$ cat src/rtl/wcrw_pkg.sv
// ----------------------------------------------------------------------------
// wcrw_pkg
// Shared types, codes and helpers for the wheel command refresh watchdog.
// ----------------------------------------------------------------------------
package wcrw_pkg;

  // Number of wheels driven by the block.
  localparam int unsigned WheelCount = 4;

  // Width of the elapsed-tick counters.
  localparam int unsigned CountWidth = 17;

  // Configuration register indexes and reset values.
  localparam int unsigned CfgIndexWidth = 2;
  localparam int unsigned CfgDataWidth  = 16;
  localparam logic [CfgIndexWidth-1:0] RegSpeedLimit      = 2'd0;
  localparam logic [CfgIndexWidth-1:0] RegResendPeriod    = 2'd1;
  localparam logic [CfgIndexWidth-1:0] RegFeedbackTimeout = 2'd2;
  localparam logic [14:0] SpeedLimitReset      = 15'd300;
  localparam logic [15:0] ResendPeriodReset    = 16'd50;
  localparam logic [15:0] FeedbackTimeoutReset = 16'd1000;

  // Input action codes.
  typedef enum logic [2:0] {
    ACT_TICK        = 3'd0,
    ACT_SET_WHEELS  = 3'd1,
    ACT_SET_DRIVE   = 3'd2,
    ACT_STOP        = 3'd3,
    ACT_STOP_OUTPUT = 3'd4
  } action_e;

  // Result command kinds.
  typedef enum logic [1:0] {
    KIND_SPEEDS      = 2'd0,
    KIND_STOP        = 2'd1,
    KIND_STOP_OUTPUT = 2'd2
  } kind_e;

  // Input transaction payload.
  typedef struct packed {
    logic [2:0]         action;
    logic signed [15:0] wheel_one_in;
    logic signed [15:0] wheel_two_in;
    logic signed [15:0] wheel_three_in;
    logic signed [15:0] wheel_four_in;
    logic signed [15:0] forward_speed;
    logic signed [15:0] turn_rate;
    logic               feedback_recent;
  } cmd_t;

  // Result transaction payload.
  typedef struct packed {
    logic [1:0]         command_kind;
    logic signed [15:0] wheel_one_out;
    logic signed [15:0] wheel_two_out;
    logic signed [15:0] wheel_three_out;
    logic signed [15:0] wheel_four_out;
    logic               timed_out;
  } result_t;

  // Saturate a wide speed request to plus or minus the limit.
  function automatic logic signed [15:0] clamp_speed(input logic signed [17:0] v,
                                                     input logic [14:0] lim);
    logic signed [17:0] lim_s;
    logic signed [17:0] neg_s;
    logic signed [17:0] res;
    lim_s = signed'({3'b000, lim});
    neg_s = -lim_s;
    if (v > lim_s) begin
      res = lim_s;
    end else if (v < neg_s) begin
      res = neg_s;
    end else begin
      res = v;
    end
    return res[15:0];
  endfunction

endpackage

$ cat src/rtl/wcrw_stream_if.sv
// ----------------------------------------------------------------------------
// wcrw_stream_if
// Valid/ready stream channel carrying one payload per transaction.
// ----------------------------------------------------------------------------
interface wcrw_stream_if #(
  parameter type payload_t = logic
);
  logic     valid;
  logic     ready;
  payload_t payload;

  modport source (output valid, output payload, input ready);
  modport sink (input valid, input payload, output ready);
endinterface

$ cat src/rtl/wcrw_cfg_if.sv
// ----------------------------------------------------------------------------
// wcrw_cfg_if
// Configuration write channel: register index and write data.
// ----------------------------------------------------------------------------
interface wcrw_cfg_if;
  logic                                valid;
  logic                                ready;
  logic [wcrw_pkg::CfgIndexWidth-1:0]  index;
  logic [wcrw_pkg::CfgDataWidth-1:0]   data;

  modport source (output valid, output index, output data, input ready);
  modport sink (input valid, input index, input data, output ready);
endinterface

$ cat src/rtl/wheel_command_refresh_watchdog.sv
// ----------------------------------------------------------------------------
// wheel_command_refresh_watchdog
// A taken input transaction is staged in the input register and evaluated
// into the result register; the evaluation waits while an earlier result
// is still held there and the staged item has a result of its own.
// Throughput: one input transaction per cycle; the input stage stalls only
// while a result is pending and the result register is still held.
// Reset: wheel targets, flags and tick counters clear; the speed limit,
// resend period and feedback timeout return to 300, 50 and 1000.
// Turns tick, speed and stop commands into motor commands, with periodic
// resend while moving and a feedback watchdog.
// ----------------------------------------------------------------------------
module wheel_command_refresh_watchdog (
  input  logic       clk_i,
  input  logic       rst_ni,
  wcrw_stream_if.sink   cmd_i,
  wcrw_stream_if.source res_o,
  wcrw_cfg_if.sink      cfg_i
);

  localparam int unsigned Wc = wcrw_pkg::WheelCount;
  localparam int unsigned Cw = wcrw_pkg::CountWidth;

  // Configuration registers.
  logic [14:0] speed_limit_q;
  logic [15:0] resend_period_q;
  logic [15:0] feedback_timeout_q;

  // Block state.
  logic signed [15:0] targets_q [Wc];
  logic signed [15:0] targets_d [Wc];
  logic               moving_q, moving_d;
  logic               changed_q, changed_d;
  logic [Cw-1:0]      since_send_q, since_send_d;
  logic [Cw-1:0]      since_move_q, since_move_d;

  // Input and result registers.
  logic              in_valid_q;
  wcrw_pkg::cmd_t    in_q;
  logic              out_valid_q;
  wcrw_pkg::result_t out_q;

  // Step logic.
  logic               has_result;
  wcrw_pkg::result_t  res_d;
  logic               out_free;
  logic               advance;
  logic signed [17:0] req [Wc];
  logic               do_set;
  logic signed [17:0] vx, wz;
  logic [Cw-1:0]      send_inc, move_inc;
  logic               any_nonzero;

  // Configuration writes are always taken.
  assign cfg_i.ready = 1'b1;

  always_ff @(posedge clk_i or negedge rst_ni) begin
    if (!rst_ni) begin
      speed_limit_q      <= wcrw_pkg::SpeedLimitReset;
      resend_period_q    <= wcrw_pkg::ResendPeriodReset;
      feedback_timeout_q <= wcrw_pkg::FeedbackTimeoutReset;
    end else if (cfg_i.valid) begin
      unique case (cfg_i.index)
        wcrw_pkg::RegSpeedLimit:      speed_limit_q      <= cfg_i.data[14:0];
        wcrw_pkg::RegResendPeriod:    resend_period_q    <= cfg_i.data;
        wcrw_pkg::RegFeedbackTimeout: feedback_timeout_q <= cfg_i.data;
        default: ;
      endcase
    end
  end

  // Handshake: the staged item moves on when it needs no result slot or the
  // result register is free or draining this cycle.
  assign out_free    = !out_valid_q || res_o.ready;
  assign advance     = in_valid_q && (!has_result || out_free);
  assign cmd_i.ready = !in_valid_q || advance;

  // Speed requests for the two set commands.
  assign vx = 18'(in_q.forward_speed);
  assign wz = 18'(in_q.turn_rate);

  always_comb begin
    if (wcrw_pkg::action_e'(in_q.action) == wcrw_pkg::ACT_SET_DRIVE) begin
      req[0] = vx + wz;
      req[1] = wz - vx;
      req[2] = vx - wz;
      req[3] = -vx - wz;
    end else begin
      req[0] = 18'(in_q.wheel_one_in);
      req[1] = 18'(in_q.wheel_two_in);
      req[2] = 18'(in_q.wheel_three_in);
      req[3] = 18'(in_q.wheel_four_in);
    end
  end

  // Saturating tick counters.
  assign send_inc = (&since_send_q) ? since_send_q : since_send_q + 1'b1;
  assign move_inc = (&since_move_q) ? since_move_q : since_move_q + 1'b1;

  // Evaluate the staged item against the current state.
  always_comb begin
    targets_d    = targets_q;
    moving_d     = moving_q;
    changed_d    = changed_q;
    since_send_d = since_send_q;
    since_move_d = since_move_q;
    has_result   = 1'b0;
    do_set       = 1'b0;
    any_nonzero  = 1'b0;
    res_d        = '0;
    res_d.command_kind = wcrw_pkg::KIND_SPEEDS;

    unique case (wcrw_pkg::action_e'(in_q.action)) inside
      wcrw_pkg::ACT_TICK: begin
        since_send_d = send_inc;
        since_move_d = move_inc;
        if (moving_q && (move_inc > {1'b0, feedback_timeout_q}) &&
            !in_q.feedback_recent) begin
          // Watchdog stop: no feedback long after the move started.
          moving_d           = 1'b0;
          changed_d          = 1'b0;
          has_result         = 1'b1;
          res_d.command_kind = wcrw_pkg::KIND_STOP;
          res_d.timed_out    = 1'b1;
        end else if (changed_q ||
                     (moving_q && !(send_inc < {1'b0, resend_period_q}))) begin
          // Send on change, or once per resend period while moving.
          since_send_d          = '0;
          changed_d             = 1'b0;
          has_result            = 1'b1;
          res_d.wheel_one_out   = targets_q[0];
          res_d.wheel_two_out   = targets_q[1];
          res_d.wheel_three_out = targets_q[2];
          res_d.wheel_four_out  = targets_q[3];
        end
      end
      wcrw_pkg::ACT_SET_WHEELS, wcrw_pkg::ACT_SET_DRIVE: begin
        do_set = 1'b1;
      end
      wcrw_pkg::ACT_STOP, wcrw_pkg::ACT_STOP_OUTPUT: begin
        for (int i = 0; i < Wc; i++) begin
          targets_d[i] = '0;
        end
        moving_d   = 1'b0;
        changed_d  = 1'b0;
        has_result = 1'b1;
        res_d.command_kind =
            (wcrw_pkg::action_e'(in_q.action) == wcrw_pkg::ACT_STOP) ?
            wcrw_pkg::KIND_STOP : wcrw_pkg::KIND_STOP_OUTPUT;
      end
      default: ;
    endcase

    // Set commands: clamp the new targets and restart the move timer.
    if (do_set) begin
      for (int i = 0; i < Wc; i++) begin
        targets_d[i] = wcrw_pkg::clamp_speed(req[i], speed_limit_q);
        any_nonzero  = any_nonzero | (targets_d[i] != '0);
      end
      moving_d     = any_nonzero;
      changed_d    = 1'b1;
      since_move_d = '0;
    end
  end

  // Input register, state update and result register.
  always_ff @(posedge clk_i or negedge rst_ni) begin
    if (!rst_ni) begin
      in_valid_q   <= 1'b0;
      out_valid_q  <= 1'b0;
      moving_q     <= 1'b0;
      changed_q    <= 1'b0;
      since_send_q <= '0;
      since_move_q <= '0;
      for (int i = 0; i < Wc; i++) begin
        targets_q[i] <= '0;
      end
    end else begin
      if (cmd_i.ready) begin
        in_valid_q <= cmd_i.valid;
      end
      if (advance) begin
        moving_q     <= moving_d;
        changed_q    <= changed_d;
        since_send_q <= since_send_d;
        since_move_q <= since_move_d;
        targets_q    <= targets_d;
      end
      if (advance && has_result) begin
        out_valid_q <= 1'b1;
      end else if (res_o.ready) begin
        out_valid_q <= 1'b0;
      end
    end
  end

  // Payload registers need no reset.
  always_ff @(posedge clk_i) begin
    if (cmd_i.valid && cmd_i.ready) begin
      in_q <= cmd_i.payload;
    end
    if (advance && has_result) begin
      out_q <= res_d;
    end
  end

  assign res_o.valid   = out_valid_q;
  assign res_o.payload = out_q;

endmodule

$ cat src/flat_wrapper.sv
// flat-port wrapper written by rule: the top's interface ports become plain ports
module wheel_command_refresh_watchdog_flat 
  (clk_i, rst_ni, cmd_i_valid, cmd_i_payload, cmd_i_ready, res_o_valid, res_o_payload, res_o_ready, cfg_i_valid, cfg_i_index, cfg_i_data, cfg_i_ready);
  wcrw_stream_if #(.payload_t(wcrw_pkg::cmd_t)) cmd_i_i ();
  wcrw_stream_if #(.payload_t(wcrw_pkg::result_t)) res_o_i ();
  wcrw_cfg_if cfg_i_i ();
  input  logic clk_i;
  input  logic rst_ni;
  input wire logic [$bits(cmd_i_i.valid)-1:0] cmd_i_valid;
  input wire logic [$bits(cmd_i_i.payload)-1:0] cmd_i_payload;
  output wire logic [$bits(cmd_i_i.ready)-1:0] cmd_i_ready;
  output wire logic [$bits(res_o_i.valid)-1:0] res_o_valid;
  output wire logic [$bits(res_o_i.payload)-1:0] res_o_payload;
  input wire logic [$bits(res_o_i.ready)-1:0] res_o_ready;
  input wire logic [$bits(cfg_i_i.valid)-1:0] cfg_i_valid;
  input wire logic [$bits(cfg_i_i.index)-1:0] cfg_i_index;
  input wire logic [$bits(cfg_i_i.data)-1:0] cfg_i_data;
  output wire logic [$bits(cfg_i_i.ready)-1:0] cfg_i_ready;
  assign cmd_i_i.valid = cmd_i_valid;
  assign cmd_i_i.payload = cmd_i_payload;
  assign cmd_i_ready = cmd_i_i.ready;
  assign res_o_valid = res_o_i.valid;
  assign res_o_payload = res_o_i.payload;
  assign res_o_i.ready = res_o_ready;
  assign cfg_i_i.valid = cfg_i_valid;
  assign cfg_i_i.index = cfg_i_index;
  assign cfg_i_i.data = cfg_i_data;
  assign cfg_i_ready = cfg_i_i.ready;
  wheel_command_refresh_watchdog u_core (.clk_i(clk_i), .rst_ni(rst_ni), .cmd_i(cmd_i_i), .res_o(res_o_i), .cfg_i(cfg_i_i));
endmodule
$ cat config.mk
export PLATFORM = sky130hd
export DESIGN_NAME = wheel_command_refresh_watchdog_flat
export DESIGN_NICKNAME = d
export VERILOG_FILES = /design/src/rtl/wcrw_pkg.sv /design/src/rtl/wcrw_stream_if.sv /design/src/rtl/wcrw_cfg_if.sv /design/src/rtl/wheel_command_refresh_watchdog.sv /design/src/flat_wrapper.sv
export SDC_FILE = /design/constraint.sdc
export NUM_CORES = 1
export LEC_CHECK = 0
export BUFFER_PORTS_ARGS = -buffer_cell sky130_fd_sc_hd__buf_2
export CORE_ASPECT_RATIO = 1.1
export CORE_UTILIZATION = 45
export CTS_BUF_LIST = sky130_fd_sc_hd__clkbuf_8
export DETAILED_ROUTE_END_ITERATION = 10
export HOLD_SLACK_MARGIN = 0.15
export MAX_ROUTING_LAYER = met4
export PLACE_DENSITY = 0.69
export SETUP_SLACK_MARGIN = 0.2
export SLEW_MARGIN = 20
export SYNTH_ARGS = -nofsm -noshare
export SYNTH_HDL_FRONTEND = slang
export SYNTH_SLANG_ARGS = --single-unit
export TNS_END_PERCENT = 10
$ cat constraint.sdc
create_clock -name clk_i -period 8 [get_ports clk_i]
set_input_delay 0 -clock clk_i [delete_from_list [all_inputs] [get_ports clk_i]]
set_output_delay 0 -clock clk_i [all_outputs]
set_load 0.02 [all_outputs]
==> results of run 1 <==
[synthesized netlist by cell type, types with 9 or more instances]
library cell | number | area share
xnor2_1 | 70 | 0.028
or4_1 | 9 | 0.0030
buf_2 | 16 | 0.0036
a22o_1 | 20 | 0.0079
dfrtp_1 | 136 | 0.15
o21bai_1 | 9 | 0.0030
and3_1 | 13 | 0.0037
nand2b_1 | 17 | 0.0048
edfxtp_1 | 167 | 0.23
mux2i_1 | 32 | 0.014
o31ai_1 | 47 | 0.016
nand3_1 | 37 | 0.0083
nand4_1 | 35 | 0.0099
mux2_2 | 51 | 0.026
or2_2 | 9 | 0.0025
a31o_2 | 12 | 0.0047
a31oi_1 | 18 | 0.0051
o21ai_0 | 190 | 0.043
o21a_1 | 17 | 0.0057
inv_1 | 135 | 0.023
ha_1 | 246 | 0.14
xor2_1 | 25 | 0.0099
nand2_1 | 237 | 0.040
and2_1 | 80 | 0.023
a21o_1 | 32 | 0.011
nor4_1 | 13 | 0.0037
o211ai_1 | 16 | 0.0054
a21oi_1 | 134 | 0.030
nor2_1 | 135 | 0.023
nor2b_1 | 23 | 0.0065
nor3_1 | 40 | 0.0090
a211oi_1 | 20 | 0.0068
clkbuf_1 | 61 | 0.010
dfstp_2 | 13 | 0.015
[final cells by class]
class                           instances  area (um^2)  area share
Multi-Input combinational cell       1741        12400       0.452
Sequential cell                       316         8760       0.319
Inverter                              139          524      0.0191
Timing Repair Buffer                  491         3870       0.141
Clock buffer                           56          771      0.0281
Clock inverter                         41          285      0.0104
Tap cell                              652          816      0.0297
Antenna cell                            5         12.5    0.000456
[worst max path at each step]
| stage | cells after the start | slack (ps) | end |
|---|---|---|---|
| floorplan | 20 | 1200 | u_core.in_q[0] |
| global placement | 24 | 1080 | u_core.moving_q |
| detailed placement | 23 | 1030 | u_core.moving_q |
| CTS | 23 | 1020 | u_core.moving_q |
| global route | 24 | 590 | u_core.moving_q |
| finish | 24 | 820 | u_core.moving_q |
[through the flow]
stage	instances	util	total power [W]
after floorplan	2298	-	0.00334
after CTS	3436	0.562	0.00556
after global placement	3087	0.488	0.00397
after detailed placement	3087	0.488	0.00401
final	3441	0.562	0.00560
after global routing	3441	0.562	0.00589
[state kept, by name, indices dropped and copies added (netlist names)]
register                   count
u_core.res_o.payload          67
u_core.in_q                  100
u_core.speed_limit_q          15
u_core.in_valid_q              1
u_core.changed_q               1
u_core.since_move_q           17
u_core.feedback_timeout_q     16
u_core.res_o.valid             1
u_core.targets_q              64
u_core.since_send_q           17
u_core.moving_q                1
u_core.resend_period_q        16
[where the power goes]
part           leakage, nW  switching (W)  internal (W)
sequential            3.50       0.000164       0.00195
combinational         8.17        0.00127      0.000768
clock                0.586       0.000694      0.000753
total                 12.3        0.00212       0.00348
[routing by layer]
layer / GRT usage / part of all wire
met3: 0.0444 / 0.061
met1: 0.405 / 0.41
met4: 0.164 / 0.057
met5: - / 0
met2: 0.520 / 0.47
[critical path: stages (launching register included)]
cell,delay [ps]
edfxtp_1,460
inv_1,140
ha_1,360
ha_1,240
fa_1,440
and3_2,200
o21ai_0,340
a311o_1,460
a21oi_1,120
nand2b_1,180
xor2_1,150
o21ai_0,690
ha_1,390
a21o_1,180
a21o_1,170
a21oi_1,140
o32ai_1,100
o31ai_1,250
o211a_1,210
a21o_2,420
nor2_1,130
nor4bb_1,560
nand4_1,170
nor4_1,340
a41oi_1,160
[kinds of logic after synthesis]
family,after synthesis,synth area share
XOR/XNOR,97,0.0390
multiplexers,84,0.0408
AND/OR/NAND/NOR,693,0.155
AO/OA/AOI/OAI,614,0.179
other,1,0.000169
adder cells (fa/ha/maj),252,0.143
flip-flops,316,0.395
buffers and inverters,241,0.0485
[what timing repair did]
action / 4_1_cts / 5_1_grt
hold endpoints to repair: 264 / 0
gates resized for setup: 0 / 0
hold buffers: 252 / 0
==> impl_metrics.ini, run 1 <==
[status]
status = completed

[clocking]
insertion_delay_ps = 660
cts-buffers-inserted = 52
cts.htree.levels = 2
cts_tree = built
root_buffer = clkbuf_8
cts_buffer_depth = 3
clk_pin_slew_ps = 70
post-cts-setup-buffers = 0
clock_sinks = 316

[global_routing]
grt_max_degree = 86
grt_pass1_vias = 19907
grt_antenna_before_repair = 4
track_usage = 0.327
overflow = 0
grt_pass1_wl_um = 120000

[worst_setup_path]
r2r-end = u_core.moving_q
rr_startpoint = u_core.in_q[2]
critPathLaunchType = flip-flop
path_max_fanout = 16
startpoint = u_core.in_q[2]
critPathArrivalTime_ps = 7690
critPathCaptureType = flip-flop
rrSetupSlack_ps = 820
r2r.worst_path.cells = 24
worstSetupPathType = flip-flop to flip-flop
cp_data_required_time_ps = 8510

[sta]
report.final.slew_viol_count = 0
rsz0062_at_grt = no
hold_viol = 0
setup_ws_ps = 819
tightest_slew_ps = 1150
slew_headroom = 0.228
period_needed_ps = 7180
hold-worst-slack_ps = 202
setup_violations = 0
clock.fmax_mhz = 139
skew_ps = 23.6
period_share = 0.898
fin_tns_setup_ps = 0

[place]
place_area_um2 = 23800
preCtsSetupSlack_ps = 1030
port_buffers = 191
post-dp-hpwl_um = 57400
gp_congestion = 1.04

[power_and_ir_drop]
power_density_nw_per_um2 = 204
peakVddDrop_uv = 157
power.leakage_nw = 12.3

[synthesis]
synthesis.area_um2 = 22200
avgSynthCellArea_um2 = 9.66
syn_nets = 2671
yosys_most_used_dff = edfxtp_1
postSynthCellCount = 2298
synthArstFlopShare = 0.472
synth-seq-area-share = 0.395
synth-edff-count = 167
yosys_warnings = 0
synth.ff_latch_count = 316
yosys.cell_types.count = 108

[detailed_routing]
first_pass_iters = 6
drtIter0Drc = 1855
via_per_inst = 5.81
wl_per_cell_um = 23.1
ant_nets = 0
drt-total-wl_um = 79600
drc = 0
vias = 19994

[floorplanning]
die_area_um2 = 50200
ios = 193
start_util = 0.455
rows = 85
die_h_um = 235
core_area_um2 = 48800
die_x_um = 214

[final_layout]
nets = 3114
fin_area_um2 = 27400
nFillCells = 4206
layout_commonest_cell = dlygate4sd3_1
layout_common_cells = dlygate4sd3_1 (251), ha_1 (246), nand2_1 (236)
area_delta_synth_final_pct = 23.6
drive_above_1_share = 0.159

[min_path]
worstHoldPathCells = 4
holdPathEnd = u_core.speed_limit_q[7]
min_from = cfg_i_data[7]
min_path_type = input pin to flip-flop

[flow_run]
maxCapViolCount = 0
Power figures use the tool's default switching activity.
==> run 2, diff against run 1 <==
--- a/config.mk
+++ b/config.mk
@@ -7,6 +7,7 @@
 export LEC_CHECK = 0
 export BUFFER_PORTS_ARGS = -buffer_cell sky130_fd_sc_hd__buf_2
 export CORE_ASPECT_RATIO = 1.1
+export CORE_MARGIN = 4
 export CORE_UTILIZATION = 45
 export CTS_BUF_LIST = sky130_fd_sc_hd__clkbuf_8
 export DETAILED_ROUTE_END_ITERATION = 10
==> constraint.sdc (replaced) <==
create_clock -name clk_i -period 9.1 [get_ports clk_i]
set_input_delay 0 -clock clk_i [delete_from_list [all_inputs] [get_ports clk_i]]
set_output_delay 0 -clock clk_i [all_outputs]
set_load 0.02 [all_outputs]
==> run 2 against run 1 <==
Effect of this change: clock skew barely moved; register-to-register slack gained 860 ps; sequential share of layout area about the same; global-route usage fell by 2.3 points; largest power group unchanged; routed wire length shrank 0.60%.
==> impl_metrics.ini, run 2 (synthesized netlist as in run 1, its figures left out) <==
[clocking]
root_buffer = clkbuf_8
clock_sinks = 316
insertion_delay_ps = 650
cts.htree.levels = 2
cts_tree = built
clk_pin_slew_ps = 60
post-cts-setup-buffers = 0
cts-buffers-inserted = 53
cts_buffer_depth = 3

[detailed_routing]
drtIter0Drc = 1706
drt-total-wl_um = 79100
first_pass_iters = 6
wl_per_cell_um = 23.1
via_per_inst = 5.82
drc = 0
ant_nets = 0
vias = 19920

[final_layout]
drive_above_1_share = 0.157
multi_input_area_um2 = 12400
largest_register_ffs = 100
layout_common_cells = dlygate4sd3_1 (253), ha_1 (246), nand2_1 (236)
max_flop_register = u_core.in_q
nFillCells = 4305
nets = 3100
layout_commonest_cell = dlygate4sd3_1
seqCellArea_um2 = 8760
area_delta_synth_final_pct = 23.7

[floorplanning]
die_x_um = 220
die_area_um2 = 52900
start_util = 0.454
rows = 85
ios = 193
core_area_um2 = 48900
die_h_um = 241

[power_and_ir_drop]
internal_power_w = 0.00318
total_power_w = 0.00506
power_density_nw_per_um2 = 184
power.leakage_nw = 12.3
power.share.sequential = 0.370
sw_frac_of_total = 0.372
power.share.combinational = 0.351
peakVddDrop_uv = 111
p_sw_w = 0.00188
p_clk_frac = 0.280

[worst_setup_path]
slowest_stage = a31oi_2
path_max_fanout = 18
slowest_delay_ps = 900
rr_startpoint = u_core.in_q[2]
cp_top_family = compound AO/OA/AOI/OAI gates
worstSetupPathType = flip-flop to flip-flop
r2r.worst_path.cells = 23
cp_data_required_time_ps = 9600
r2r-end = u_core.moving_q
critPathCaptureType = flip-flop
path_cells = inv_1 > ha_1 > ha_1 > fa_1 > and3_2 > o21ai_0 > a311o_1 > a21oi_1 > nand2b_1 > xor2_1 > o21ai_0 > ha_1 > a211oi_1 > nor2_1 > nor3_1 > o21ai_0 > a31oi_2 > mux2i_1 > nor2_1 > nand4b_1 > or4_1 > nor4_1 > a41oi_1
critPathArrivalTime_ps = 7920
cp.buffers_inverters = 1
rrSetupSlack_ps = 1680
critPathLaunchType = flip-flop

[global_routing]
grt_max_degree = 74
grt_antenna_before_repair = 2
grt_pass1_wl_um = 119000
track_usage = 0.304
overflow = 0
grt_pass1_vias = 20111

[min_path]
worstHoldPathCells = 3
min_path_type = input pin to flip-flop
holdPathEnd = u_core.feedback_timeout_q[10]
min_from = cfg_i_data[10]

[flow_run]
maxCapViolCount = 0

[sta]
hold_viol = 0
skew_ps = 23.3
tightest_slew_ps = 1160
fin_tns_setup_ps = 0
period_needed_ps = 7420
setup_ws_ps = 1680
clock.fmax_mhz = 135
period_share = 0.815
rsz0062_at_grt = no
slew_headroom = 0.221
report.final.slew_viol_count = 0
setup_violations = 0

[place]
preCtsSetupSlack_ps = 1850
post-dp-hpwl_um = 57800
gp_congestion = 1.02
port_buffers = 191

[status]
status = completed
==> run 2: cell count changes in the layout (fill, tap and decap cells not counted), moves of 3 or more <==
cell	before	now
clkinvlp_4	4	0
diode_2	5	2
buf_4	47	31
clkinv_4	0	3
clkinv_1	10	6
bufinv_16	3	7
==> run 2: worst max-delay path by stage <==
stage / to / from / depth (start not counted)
floorplan: u_core.in_q[0] / u_core.since_move_q[0] / 20
global placement: u_core.moving_q / u_core.in_q[2] / 23
detailed placement: u_core.moving_q / u_core.in_q[2] / 23
CTS: u_core.moving_q / u_core.in_q[2] / 23
global route: u_core.moving_q / u_core.in_q[2] / 23
finish: u_core.moving_q / u_core.in_q[2] / 23
==> run 2: timing repair <==
| action | in CTS | in global routing |
|---|---|---|
| hold buffers | 254 | 0 |
| endpoints found under the hold margin | 280 | 0 |
| gates resized for setup | 0 | 0 |
==> run 2: per-layer routing <==
| metal | GRT usage | routed length (um) | vias to the layer above | part of all wire |
|---|---|---|---|---|
| met2 | 0.489 | 36900 | 884 | 0.47 |
| met5 | - | 0 | - | 0 |
| met1 | 0.372 | 31900 | 9535 | 0.40 |
| met3 | 0.0460 | 5100 | 291 | 0.065 |
| li1 | - | - | 9210 | - |
| met4 | 0.160 | 5210 | 0 | 0.066 |
==> run 2: final cells by class <==
type / instances / share of cell area
antenna: 2 / 0.000182
clock buffer: 58 / 0.0291
clock inverter: 41 / 0.0138
inverter: 139 / 0.0191
multi-input combinational: 1741 / 0.452
sequential: 316 / 0.319
tap: 652 / 0.0297
timing repair buffer: 476 / 0.137
==> run 2: through the flow <==
step / hold slack (ps) / cell area (um^2) / instances / utilization
5_1_grt: 171 / 27500 / 3424 / 0.561
3_5_place_dp: 101 / 23700 / 3070 / 0.485
3_3_place_gp: 88.3 / 23700 / 3070 / 0.484
4_1_cts: 150 / 27500 / 3423 / 0.561
2_1_floorplan: -296 / 22200 / 2298 / -
6_report: 192 / 27500 / 3425 / 0.561
==> run 2: worst reg2reg max path, delay by kind of cell, from the launching register on <==
family	cells	cell delay, ps
adders and majority gates	4	1390
muxes	1	380
and+or+nand+nor	8	1770
DFF	1	480
buffers and inverters	1	190
xor gates and xnor gates	1	150
AOI/OAI and AO/OA	8	2920
==> run 2: power groups by stage <==
stage	logic [W]	registers [W]	clock network, W
after floorplan	0.00108	0.00185	0
after global placement	0.00161	0.00188	0
after detailed placement	0.00163	0.00189	0
after CTS	0.00173	0.00186	0.00144
after global routing	0.00193	0.00189	0.00151
final	0.00177	0.00187	0.00141
